===== config.mk =====
export PLATFORM = sky130hd
export DESIGN_NAME = hsk_cell
export DESIGN_NICKNAME = d
export VERILOG_FILES = /design/src/sv/hsk_pkg.sv /design/src/sv/hsk_cell.sv
export SDC_FILE = /design/constraint.sdc
export NUM_CORES = 1
export LEC_CHECK = 0
export BUFFER_PORTS_ARGS = -buffer_cell sky130_fd_sc_hd__buf_2
export CORE_AREA = 5 5 344 346
export CTS_CLUSTER_SIZE = 10
export DETAILED_ROUTE_END_ITERATION = 10
export DIE_AREA = 0 0 349 351
export SYNTH_ARGS = -nofsm -noshare
export SYNTH_HDL_FRONTEND = slang
export SYNTH_SLANG_ARGS = --single-unit

===== constraint.sdc =====
create_clock -name clk -period 14.5 [get_ports clk]
set_clock_uncertainty 0.1 [all_clocks]
set_input_delay 2.9 -clock clk [delete_from_list [all_inputs] [get_ports clk]]
set_output_delay 2.9 -clock clk [all_outputs]
set_load 0.05 [all_outputs]

===== src/sv/hsk_pkg.sv =====
// Shared types, codes and helpers for the Hermite spline knot table.
// No dependencies; every other file in sv/ imports this package.
package hsk_pkg;

  localparam int KNOTS_DEF = 64;
  localparam int FRAC_DEF  = 16;
  localparam int VAL_W     = 32;
  localparam int COEF_W    = 48;
  // cell index / count field, wide enough for the largest table
  localparam int POS_W     = 11;

  localparam logic FN_INSERT = 1'b0;
  localparam logic FN_EVAL   = 1'b1;

  localparam logic [2:0] STAT_EVAL  = 3'd0;
  localparam logic [2:0] STAT_RANGE = 3'd1;
  localparam logic [2:0] STAT_INS   = 3'd2;
  localparam logic [2:0] STAT_DUP   = 3'd3;
  localparam logic [2:0] STAT_FULL  = 3'd4;

  typedef enum logic [1:0] {
    CMD_HOLD,
    CMD_ROT,
    CMD_INS,
    CMD_WRC
  } cell_cmd_t;

  typedef struct packed {
    logic signed [VAL_W-1:0]  x;
    logic signed [VAL_W-1:0]  y;
    logic signed [VAL_W-1:0]  slope;
    logic signed [COEF_W-1:0] quad;
    logic signed [COEF_W-1:0] cubic;
  } knot_t;

  typedef struct packed {
    cell_cmd_t                cmd;
    logic [POS_W-1:0]         pos;
    logic [POS_W-1:0]         count;
    knot_t                    fresh;
    logic signed [COEF_W-1:0] wq;
    logic signed [COEF_W-1:0] wc;
  } cell_ctrl_t;

  typedef enum logic [3:0] {
    ST_IDLE,
    ST_SCAN,
    ST_CHK,
    ST_INS,
    ST_PREP,
    ST_MUL,
    ST_NUM,
    ST_QGO,
    ST_QDIV,
    ST_CDIV1,
    ST_CDIV2,
    ST_WR,
    ST_EVAL,
    ST_DONE
  } top_state_t;

  typedef enum logic [1:0] {
    HP_IDLE,
    HP_MUL,
    HP_ADD,
    HP_SAT
  } hp_state_t;

  // clamp to signed 48 bits, or to signed 32 bits (sign-extended) when to32
  function automatic logic signed [COEF_W-1:0] sat_fix(input logic signed [127:0] v,
                                                       input logic to32);
    logic signed [127:0]       hi;
    logic signed [127:0]       lo;
    logic signed [COEF_W-1:0]  r;
    hi = to32 ? 128'sd2147483647 : 128'sd140737488355327;
    lo = -hi - 128'sd1;
    if (v > hi) begin
      r = hi[COEF_W-1:0];
    end else if (v < lo) begin
      r = lo[COEF_W-1:0];
    end else begin
      r = v[COEF_W-1:0];
    end
    return r;
  endfunction

endpackage


===== src/sv/hsk_cell.sv =====
// One knot cell of the ring: holds x, y, slope and segment coefficients.
// Depends on hsk_pkg.
module hsk_cell #(
  parameter int IDX = 0
) (
  input  logic               clk,
  input  hsk_pkg::cell_ctrl_t ctrl,
  input  hsk_pkg::knot_t     from_prev,
  input  hsk_pkg::knot_t     from_next,
  output hsk_pkg::knot_t     knot
);
  import hsk_pkg::*;

  localparam logic [POS_W-1:0] ME = POS_W'(IDX);

  always_ff @(posedge clk) begin
    case (ctrl.cmd)
      CMD_ROT: begin
        knot <= from_next;
      end
      CMD_INS: begin
        // cells at and above the slot move up by one
        if (ME == ctrl.pos) begin
          knot <= ctrl.fresh;
        end else if (ME > ctrl.pos && ME <= ctrl.count) begin
          knot <= from_prev;
        end
      end
      CMD_WRC: begin
        if (ME == ctrl.pos) begin
          knot.quad  <= ctrl.wq;
          knot.cubic <= ctrl.wc;
        end
      end
      default: begin
        knot <= knot;
      end
    endcase
  end

endmodule


==> key figures <==
Outcome
  – Status: completed

Route
  – Vias/cell: about 3.6
  – Antenna viol nets, final: 0
  – Vias: between 10k and 15k
  – Post-route DRC: 0
  – 1st-iter DRT viols: between 1k and 1.5k
  – Drt wl/cell: between 20 and 25 µm
  – DRT Pass-1 Iters: 8
  – Wirelength, routed: 80720 µm

Placed design
  – RePlAce Congestion: just under 0.9
  – HPWL after DPL: 68930 µm
  – Area after DPL: ~16000 µm²
  – Place WS: about 7900 ps
  – PortBufs: between 800 and 900

Power
  – Clock network fraction of total power: a little over a quarter
  – Flop pwr share: a little under two fifths
  – Switching Fraction: 41.38%
  – Comb pwr share: a little over a third
  – Max VDD drop: between 0.1 and 0.15 mV
  – Pwr/cell area: 115.4 nW/µm²
  – Tot Pwr: approximately 1.9 mW
  – Lkg Pwr: ~7.1 nW
  – Net Switching: about 0.80 mW
  – Internal: about 1.1 mW

Global routing
  – Total GRT Usage: 12.46%
  – Initial antenna violation count: between 50 and 60
  – Largest net degree at the start of global routing: 79
  – First-pass GRT wire length: between 100000 and 150000 µm
  – Grt total ovfl: 0
  – Vias in the first global route: approximately 11k

Min path
  – Hold Crit Class: primary input to register

Synth
  – Mean post-synth cell area: between 10 and 15 µm²
  – #FFs+latches synth: 192
  – Register area share after synthesis: 57.46%
  – Predominant post-synthesis flop cell: edfxtp_1
  – Yosys cell types: 22
  – Post-synth EDFFs: approximately 190
  – Synth area leader: edfxtp_1
  – Yosys warning count: 0
  – Post-Syn Area: between 10000 and 15000 µm²
  – Synthesized net count: 1579
  – Area contributors post-synth: edfxtp_1 (57%), nand2_1 (11%), a221o_1 (9.6%), a22o_1 (8.4%), o221ai_1 (8.4%)
  – Synth top cells by count: nand2_1 (289), edfxtp_1 (192), a221o_1 (96), a22o_1 (96), o221ai_1 (96)
  – Synth async-reset ratio: 0%
  – Syn Inst Count: a little under 900
  – Most frequent cell after synthesis: nand2_1
  – Synth top area share: 57.46%

Cells and area
  – Layout overhead on the synthesized area: 67.63%
  – Final Util: 14.61%
  – Multi-input logic area: 3933 µm²
  – Layout fillers: ~13k
  – Layout cells sized above 1: 54.81%
  – Largest regs: knot: 192 flops
  – Design area: ~17000 µm²
  – Max reg flops: 192
  – Largest reg by FF count: knot
  – FF/Latch Area: slightly below 6000 µm²
  – Fin nets: ~2.4k

STA
  – Max_slew headroom: 36.64%
  – Final setup fails: 0
  – Setup TNS: 0 ps
  – Unrepaired setup endpoints after global routing: no
  – Worst-Margin Slew: 950.4 ps
  – Post-route clock period utilization: between 40% and 50%
  – Final worst slack: ~8400 ps
  – Min cycle time layout: approximately 6000 ps
  – Max Fclk: ~0.16 GHz
  – Slew Viols, Final: 0
  – Final hold vios: 0

Critical path
  – Arrival time at the worst endpoint: 6350 ps
  – Required @ worst endpoint: approximately 15000 ps
  – Crit-path cells: buf_2, inv_1, ha_4, buf_4, nor4b_4, buf_4, and3_4, buf_4, a221o_1
  – CP max stage delay: ~740 ps
  – CP max-delay cell: buf_4
  – CP Buf/Inv Count: 5
  – Cell family contributing the most delay on the critical path: buffers and inverters
  – Top cell by count, worst path: buf_4
  – Crit path launch type: primary input
  – Worst setup path class: primary input to register
  – Critical Path End Type: register
  – CP max FO: 68

Clocking
  – CTS resizes: 0
  – TritonCTS clock tree: done
  – TritonCTS Buffers: 17
  – Clk slew on worst S/H paths: 80 ps
  – Clock sinks: ~190
  – Clock root cell: clkbuf_16
  – Setup bufs post-CTS: 0
  – Hold buffer count at cts: 0
  – H-tree depth: 4
  – Clock Path Buffers: 2

Die
  – Chip Height: roughly 350 µm
  – Row count: approximately 130
  – Initial cell density of the core: around 8.7%
  – IO Pins: approximately 890
  – Die W: approximately 350 µm
  – Core box area: between 100000 and 150000 µm²
  – Die area: around 120000 µm²

Flow run
  – Max cap viols: 0
-- tightest hold or removal path, delay by kind of cell --
kind,cells,cell delay (ps)
buffers and inverters,1,80
AO/OA/AOI/OAI,1,60
AND/OR/NAND/NOR,1,40
-- placed cells by master, fill, tap and decap left out --
cell / n
clkinvlp_4: 3
a22o_1: 96
or3_1: 1
o31a_2: 1
inv_4: 1
clkbuf_1: 1
inv_1: 2
and3_4: 1
nor4b_4: 1
o221ai_1: 96
or4_1: 1
nor3_4: 1
or4_4: 1
nor4_1: 2
buf_4: 20
inv_8: 3
edfxtp_1: 192
nand2_1: 288
clkinv_4: 4
diode_2: 23
clkinv_8: 1
buf_2: 877
inv_6: 1
nand2_4: 1
nor2_4: 2
ha_4: 2
bufinv_16: 2
a2bb2oi_4: 1
a221o_1: 96
clkbuf_16: 17
-- power groups by stage --
stage / clock network [mW] / logic (mW) / registers [mW]
final: 0.524 / 0.682 / 0.734
after global routing: 0.581 / 0.714 / 0.743
after CTS: 0.565 / 0.700 / 0.736
after detailed placement: 0 / 0.698 / 0.747
after global placement: 0 / 0.696 / 0.746
after floorplan: 0 / 0.106 / 1.02
-- kinds of logic after synthesis --
family | Yosys count | share of synthesized area, %
AOI/OAI and AO/OA | 290 | 26.51
DFF | 192 | 57.46
adders and majority gates | 2 | 0.2493
and+or+nand+nor | 299 | 11.66
buffers and inverters | 97 | 4.127
-- path summary, 6_finish.rpt --
kind | endpoint | from | cells past startpoint
min | knot[136] | from_next[136] | 3
max | knot[12] | ctrl[310] | 9
-- metal layers --
| metal | vias to the layer above | wire [µm] | track usage, % |
|---|---|---|---|
| li1 | 5225 | - | - |
| met1 | 5709 | 33160 | 15.59 |
| met2 | 793 | 35940 | 18.94 |
| met3 | 119 | 9385 | 5.966 |
| met4 | 28 | 1898 | 3.612 |
| met5 | - | 345 | 1.020 |
-- final cells by class --
cell class,instances,share of cell area [%]
inverter,3,0.08182
clock buffer,18,2.551
clock inverter,14,1.049
tap,1524,11.34
sequential,192,34.28
multi-input combinational,591,23.38
timing repair buffer,897,26.99
antenna,23,0.3422
-- per-stage QoR --
stage / std cells / hold WS [ps]
final: 3262 / 2565
after global routing: 3247 / 2502
after floorplan: 880 / 2999
after detailed placement: 3207 / 3088
after CTS: 3239 / 2472
after global placement: 3207 / 3090
Note: power is estimated with default switching activity, not from simulation.
