File: config.mk
export PLATFORM = sky130hd
export DESIGN_NAME = hsk_div
export DESIGN_NICKNAME = d
export VERILOG_FILES = /design/src/sv/hsk_pkg.sv /design/src/sv/hsk_div.sv
export SDC_FILE = /design/constraint.sdc
export NUM_CORES = 1
export LEC_CHECK = 0
export ABC_AREA = 0
export BUFFER_PORTS_ARGS = -buffer_cell sky130_fd_sc_hd__buf_2
export CORE_MARGIN = 2
export CORE_UTILIZATION = 30
export DETAILED_ROUTE_END_ITERATION = 6
export PLACE_DENSITY = 0.49
export SETUP_SLACK_MARGIN = 0.02
export SYNTH_ARGS = -nofsm -noshare
export SYNTH_HDL_FRONTEND = slang
export SYNTH_SLANG_ARGS = --single-unit
File: constraint.sdc
create_clock -name clk -period 13.85 [get_ports clk]
set_input_delay 3.4625 -clock clk [delete_from_list [all_inputs] [get_ports clk]]
set_output_delay 3.4625 -clock clk [all_outputs]
set_load 0.03 [all_outputs]
File: src/sv/hsk_pkg.sv
// Shared types, codes and helpers for the Hermite spline knot table.
// No dependencies; every other file in sv/ imports this package.
package hsk_pkg;

  localparam int KNOTS_DEF = 64;
  localparam int FRAC_DEF  = 16;
  localparam int VAL_W     = 32;
  localparam int COEF_W    = 48;
  // cell index / count field, wide enough for the largest table
  localparam int POS_W     = 11;

  localparam logic FN_INSERT = 1'b0;
  localparam logic FN_EVAL   = 1'b1;

  localparam logic [2:0] STAT_EVAL  = 3'd0;
  localparam logic [2:0] STAT_RANGE = 3'd1;
  localparam logic [2:0] STAT_INS   = 3'd2;
  localparam logic [2:0] STAT_DUP   = 3'd3;
  localparam logic [2:0] STAT_FULL  = 3'd4;

  typedef enum logic [1:0] {
    CMD_HOLD,
    CMD_ROT,
    CMD_INS,
    CMD_WRC
  } cell_cmd_t;

  typedef struct packed {
    logic signed [VAL_W-1:0]  x;
    logic signed [VAL_W-1:0]  y;
    logic signed [VAL_W-1:0]  slope;
    logic signed [COEF_W-1:0] quad;
    logic signed [COEF_W-1:0] cubic;
  } knot_t;

  typedef struct packed {
    cell_cmd_t                cmd;
    logic [POS_W-1:0]         pos;
    logic [POS_W-1:0]         count;
    knot_t                    fresh;
    logic signed [COEF_W-1:0] wq;
    logic signed [COEF_W-1:0] wc;
  } cell_ctrl_t;

  typedef enum logic [3:0] {
    ST_IDLE,
    ST_SCAN,
    ST_CHK,
    ST_INS,
    ST_PREP,
    ST_MUL,
    ST_NUM,
    ST_QGO,
    ST_QDIV,
    ST_CDIV1,
    ST_CDIV2,
    ST_WR,
    ST_EVAL,
    ST_DONE
  } top_state_t;

  typedef enum logic [1:0] {
    HP_IDLE,
    HP_MUL,
    HP_ADD,
    HP_SAT
  } hp_state_t;

  // clamp to signed 48 bits, or to signed 32 bits (sign-extended) when to32
  function automatic logic signed [COEF_W-1:0] sat_fix(input logic signed [127:0] v,
                                                       input logic to32);
    logic signed [127:0]       hi;
    logic signed [127:0]       lo;
    logic signed [COEF_W-1:0]  r;
    hi = to32 ? 128'sd2147483647 : 128'sd140737488355327;
    lo = -hi - 128'sd1;
    if (v > hi) begin
      r = hi[COEF_W-1:0];
    end else if (v < lo) begin
      r = lo[COEF_W-1:0];
    end else begin
      r = v[COEF_W-1:0];
    end
    return r;
  endfunction

endpackage

File: src/sv/hsk_div.sv
// Bit-serial restoring divider, one quotient bit per cycle, with a final
// sign and 48-bit clamp step. Depends on hsk_pkg.
module hsk_div #(
  parameter int NW = 100
) (
  input  logic                              clk,
  input  logic                              rst,
  input  logic                              start,
  input  logic [NW-1:0]                     mag,
  input  logic                              neg,
  input  logic [63:0]                       den,
  output logic [NW-1:0]                     q,
  output logic signed [hsk_pkg::COEF_W-1:0] qsat,
  output logic                              done
);
  import hsk_pkg::*;

  localparam int CNT_W = $clog2(NW + 1);

  logic [63:0]      rem;
  logic [NW-1:0]    quo;
  logic             sign_r;
  logic [CNT_W-1:0] cnt;
  logic             run;
  logic             fin;
  logic [64:0]      rem_sh;
  logic [64:0]      rem_sub;
  logic             fit;

  assign rem_sh  = {rem, quo[NW-1]};
  assign fit     = rem_sh >= {1'b0, den};
  assign rem_sub = rem_sh - {1'b0, den};
  assign q       = quo;

  always_ff @(posedge clk) begin
    if (rst) begin
      run  <= 1'b0;
      fin  <= 1'b0;
      done <= 1'b0;
    end else begin
      if (start) begin
        run    <= 1'b1;
        fin    <= 1'b0;
        done   <= 1'b0;
        cnt    <= '0;
        quo    <= mag;
        rem    <= '0;
        sign_r <= neg;
      end else if (run) begin
        done <= 1'b0;
        // dividend bits leave the top of quo, quotient bits enter the bottom
        quo <= {quo[NW-2:0], fit};
        rem <= fit ? rem_sub[63:0] : rem_sh[63:0];
        cnt <= cnt + CNT_W'(1);
        if (cnt == CNT_W'(NW - 1)) begin
          run <= 1'b0;
          fin <= 1'b1;
        end
      end else if (fin) begin
        fin  <= 1'b0;
        done <= 1'b1;
        qsat <= sat_fix(sign_r ? -128'(quo) : 128'(quo), 1'b0);
      end else begin
        done <= 1'b0;
      end
    end
  end

endmodule

==> flow_summary.yaml <==
run_status:
  status: "finished clean"
floorplan:
  core-area_um2: 55420
  die_y_um: 241.4
  rows: 86
  die_x_um: 241.4
  start_util_pct: 30.50
  ioPinCount: 317
  die-area_um2: 58250
power_and_ir_drop:
  ir_drop_mv: 0.09302
  powerDensity_nw_per_um2: 110.8
  p_leak_nw: 7.801
cells_and_area:
  fillers: 5662
  syn_to_final_growth_pct: 18.03
  drive_above_1_share_pct: 26.24
  final_common_cell: "buf_2"
  finish.utilization_pct: 36.00
  stdcell_count: 2780
  final_cell_mix: "buf_2 (315), edfxtp_1 (220), nor2_1 (147)"
  layout.nets: 2245
clock_tree:
  postCtsHoldBufs: 0
  cts_resized: 0
  clk_latency_ns: 0.57
  path_clk_slew_ns: 0.06
  cts_tree: "built"
  cts_buffers: 28
  clock_path_buffers: 3
  cts.sinks: 223
  cts_setup_buffers: 0
  ctsRootBufferMaster: "clkbuf_16"
  h-tree-depth: 1
detailed_routing:
  drt-pass1-iter-count: 5
  drtIter0Drc: 1054
  wirelength_mm: 57.01
  viasPerCell: 5.302
  vias: 14740
  wl_per_cell_um: 20.51
  postRouteAntennaNets: 0
  drc: 0
global_route:
  grt_overflow: 0
  grt_pass1_vias: 14470
  grt_max_degree: 85
  grt_pass1_wl_mm: 85.46
  track_usage_pct: 18.89
  antenna_found_initial: 5
setup_path:
  crit_arrival_ns: 7.46
  critical_path.startpoint: "den[0]"
  crit_path_end: "rem[62]$_SDFFCE_PP0P_"
  r2r-end: "qsat[10]$_SDFFCE_PN1P_"
  endpoint_kind: "flop"
  worst_setup_path_start_kind: "input pin"
  ff2ff_path_depth: 12
  cp_max_fo: 4
  crit_type: "input pin to flop"
  reg2reg_slack_ns: 7.37
  r2r_start: "q[39]$_DFFE_PP_"
  cp.required_ns: 14.13
synth:
  synth_area_um2: 16900
  synth_seq_cells: 223
  seq_area_frac_synth_pct: 39.44
  synth_top_area_cell: "edfxtp_1"
  ys.flop_type: "edfxtp_1"
  synth.area.top_cells: "edfxtp_1 (39%), mux2_2 (6.5%), ha_1 (4.9%)"
  yosysWarnings: 0
  yosys.cell_types.count: 81
  syn_area_per_cell_um2: 9.608
  synth_top_cell_area_share_pct: 39.09
  syn_nets: 1994
  async_reset_ff_share_pct: 0
  synth_edf_count: 220
  synth_cells: 1759
placed_design:
  dp_hpwl_mm: 43.01
  portBuffers: 316
  gp_congestion: 0.9283
  place_inst: 2728
timing:
  holdWs_ns: 0.4905
  relSlewSlack_pct: 21.30
  finalCritPeriodShare_pct: 51.83
  rsz0062_at_grt: "no"
  fin_crit_ns: 7.179
  drv_slew: 0
  hold_viol_final: 0
  max_freq_mhz: 139.3
  tns_ns: 0
  clock_skew_ns: 0.01385
  setup_violations: 0
  worstMarginPinSlew_ns: 1.151
run:
  drv_cap: 0
hold_path:
  hp-class: "flop to flop"
-- report_power, final --
group / internal [W] / total (W) / switching, W
combinational: 0.000240 / 0.000601 / 0.000361
clock: 0.000439 / 0.000740 / 0.000301
sequential: 0.000808 / 0.000869 / 0.0000612
total: 0.00149 / 0.00221 / 0.000722
-- cell type report --
type                       instances  area [um2]  area share [%]
antenna                            1       2.502         0.01254
clock buffer                      39       802.0           4.021
clock inverter                    12       123.9          0.6210
inverter                          87       326.6           1.637
multi-input combinational       1340        9398           47.11
sequential                       223        6666           33.42
tap                              748       935.9           4.692
timing repair buffer             330        1693           8.486
-- metal layers --
metal  track usage, %  wire, um  vias up
met5                0        25        -
met3            2.723      3175       90
met4            6.248      1800        4
li1                 -         -     7097
met2            31.90     27080      441
met1            24.79     24930     7107
-- Yosys cell counts (all sizes together), types with 4 or more instances --
cell type and instances:
or4 25, o21bai 12, ha 66, nor2b 10
o221ai 4, nor4 28, a21boi 6, a211oi 23
or2 14, buf 24, nor4b 8, o21ai 123
nand2 114, o31ai 29, nor3 43, and2 9
mux2 97, o22ai 13, nand3 53, xnor2 53
mux2i 43, clkbuf 85, edfxtp 220, a31oi 17
inv 87, a41oi 4, nand4b 6, xor2 91
nand4 40, a21oi 83, o31a 4, or3 37
nand2b 17, and3 5, a21o 38, nor3b 5
o41ai 15, o21a 9, nand3b 5, o32ai 5
nor2 149
-- worst min path at each step --
stage                startpoint         endpoint  slack [ns]  cells past startpoint
2_1_floorplan    run$_SDFF_PP0_  done$_SDFF_PP0_        0.44                      1
3_3_place_gp     run$_SDFF_PP0_  done$_SDFF_PP0_        0.49                      1
3_5_place_dp   fin$_SDFFE_PP0P_  done$_SDFF_PP0_        0.49                      1
4_1_cts          run$_SDFF_PP0_  done$_SDFF_PP0_        0.49                      1
5_1_grt        fin$_SDFFE_PP0P_  done$_SDFF_PP0_        0.51                      1
6_report         run$_SDFF_PP0_  done$_SDFF_PP0_        0.49                      1
-- flip-flops by register name, indices dropped and copies added (netlist names) --
name and cells:
fin 1, q 100, sign_r 1, qsat 48, rem 64, cnt 7
run 1, done 1
-- worst max-delay path, cell delays in order --
cell      delay, ns
buf_2          0.10
ha_1           0.21
fa_1           0.41
nand2b_1       0.19
a21oi_1        0.18
o21ai_0        0.29
o21ai_0        0.33
a211oi_1       0.14
o21ai_0        0.85
a21oi_1        0.24
o211ai_1       0.30
nand3_1        0.22
o31ai_1        0.30
and2_1         0.16
o32ai_1        0.07
-- kinds of logic (layout without fill, tap and decap cells) --
kind of cell               count (synthesis)  after routing  share of synthesized area, %
AOI/OAI and AO/OA                        412            412                         16.26
xor gates and xnor gates                 144            144                         7.462
adders and majority gates                 67             67                         5.004
buffers and inverters                    196            468                         5.101
DFF                                      223            223                         39.44
muxes                                    140            140                         9.009
other                                      0              1                             0
and+or+nand+nor                          577            577                         17.72
-- metrics by stage --
step / area, um2 / power (W) / setup slack [ns]
floorplan: 16900 / 0.001317 / 1.991
global route: 19950 / 0.002328 / 6.498
detailed placement: 19020 / 0.001482 / 6.151
CTS: 19950 / 0.002241 / 6.746
global placement: 19020 / 0.001480 / 6.217
finish: 19950 / 0.002210 / 6.671
Power figures use the tool's default switching activity.
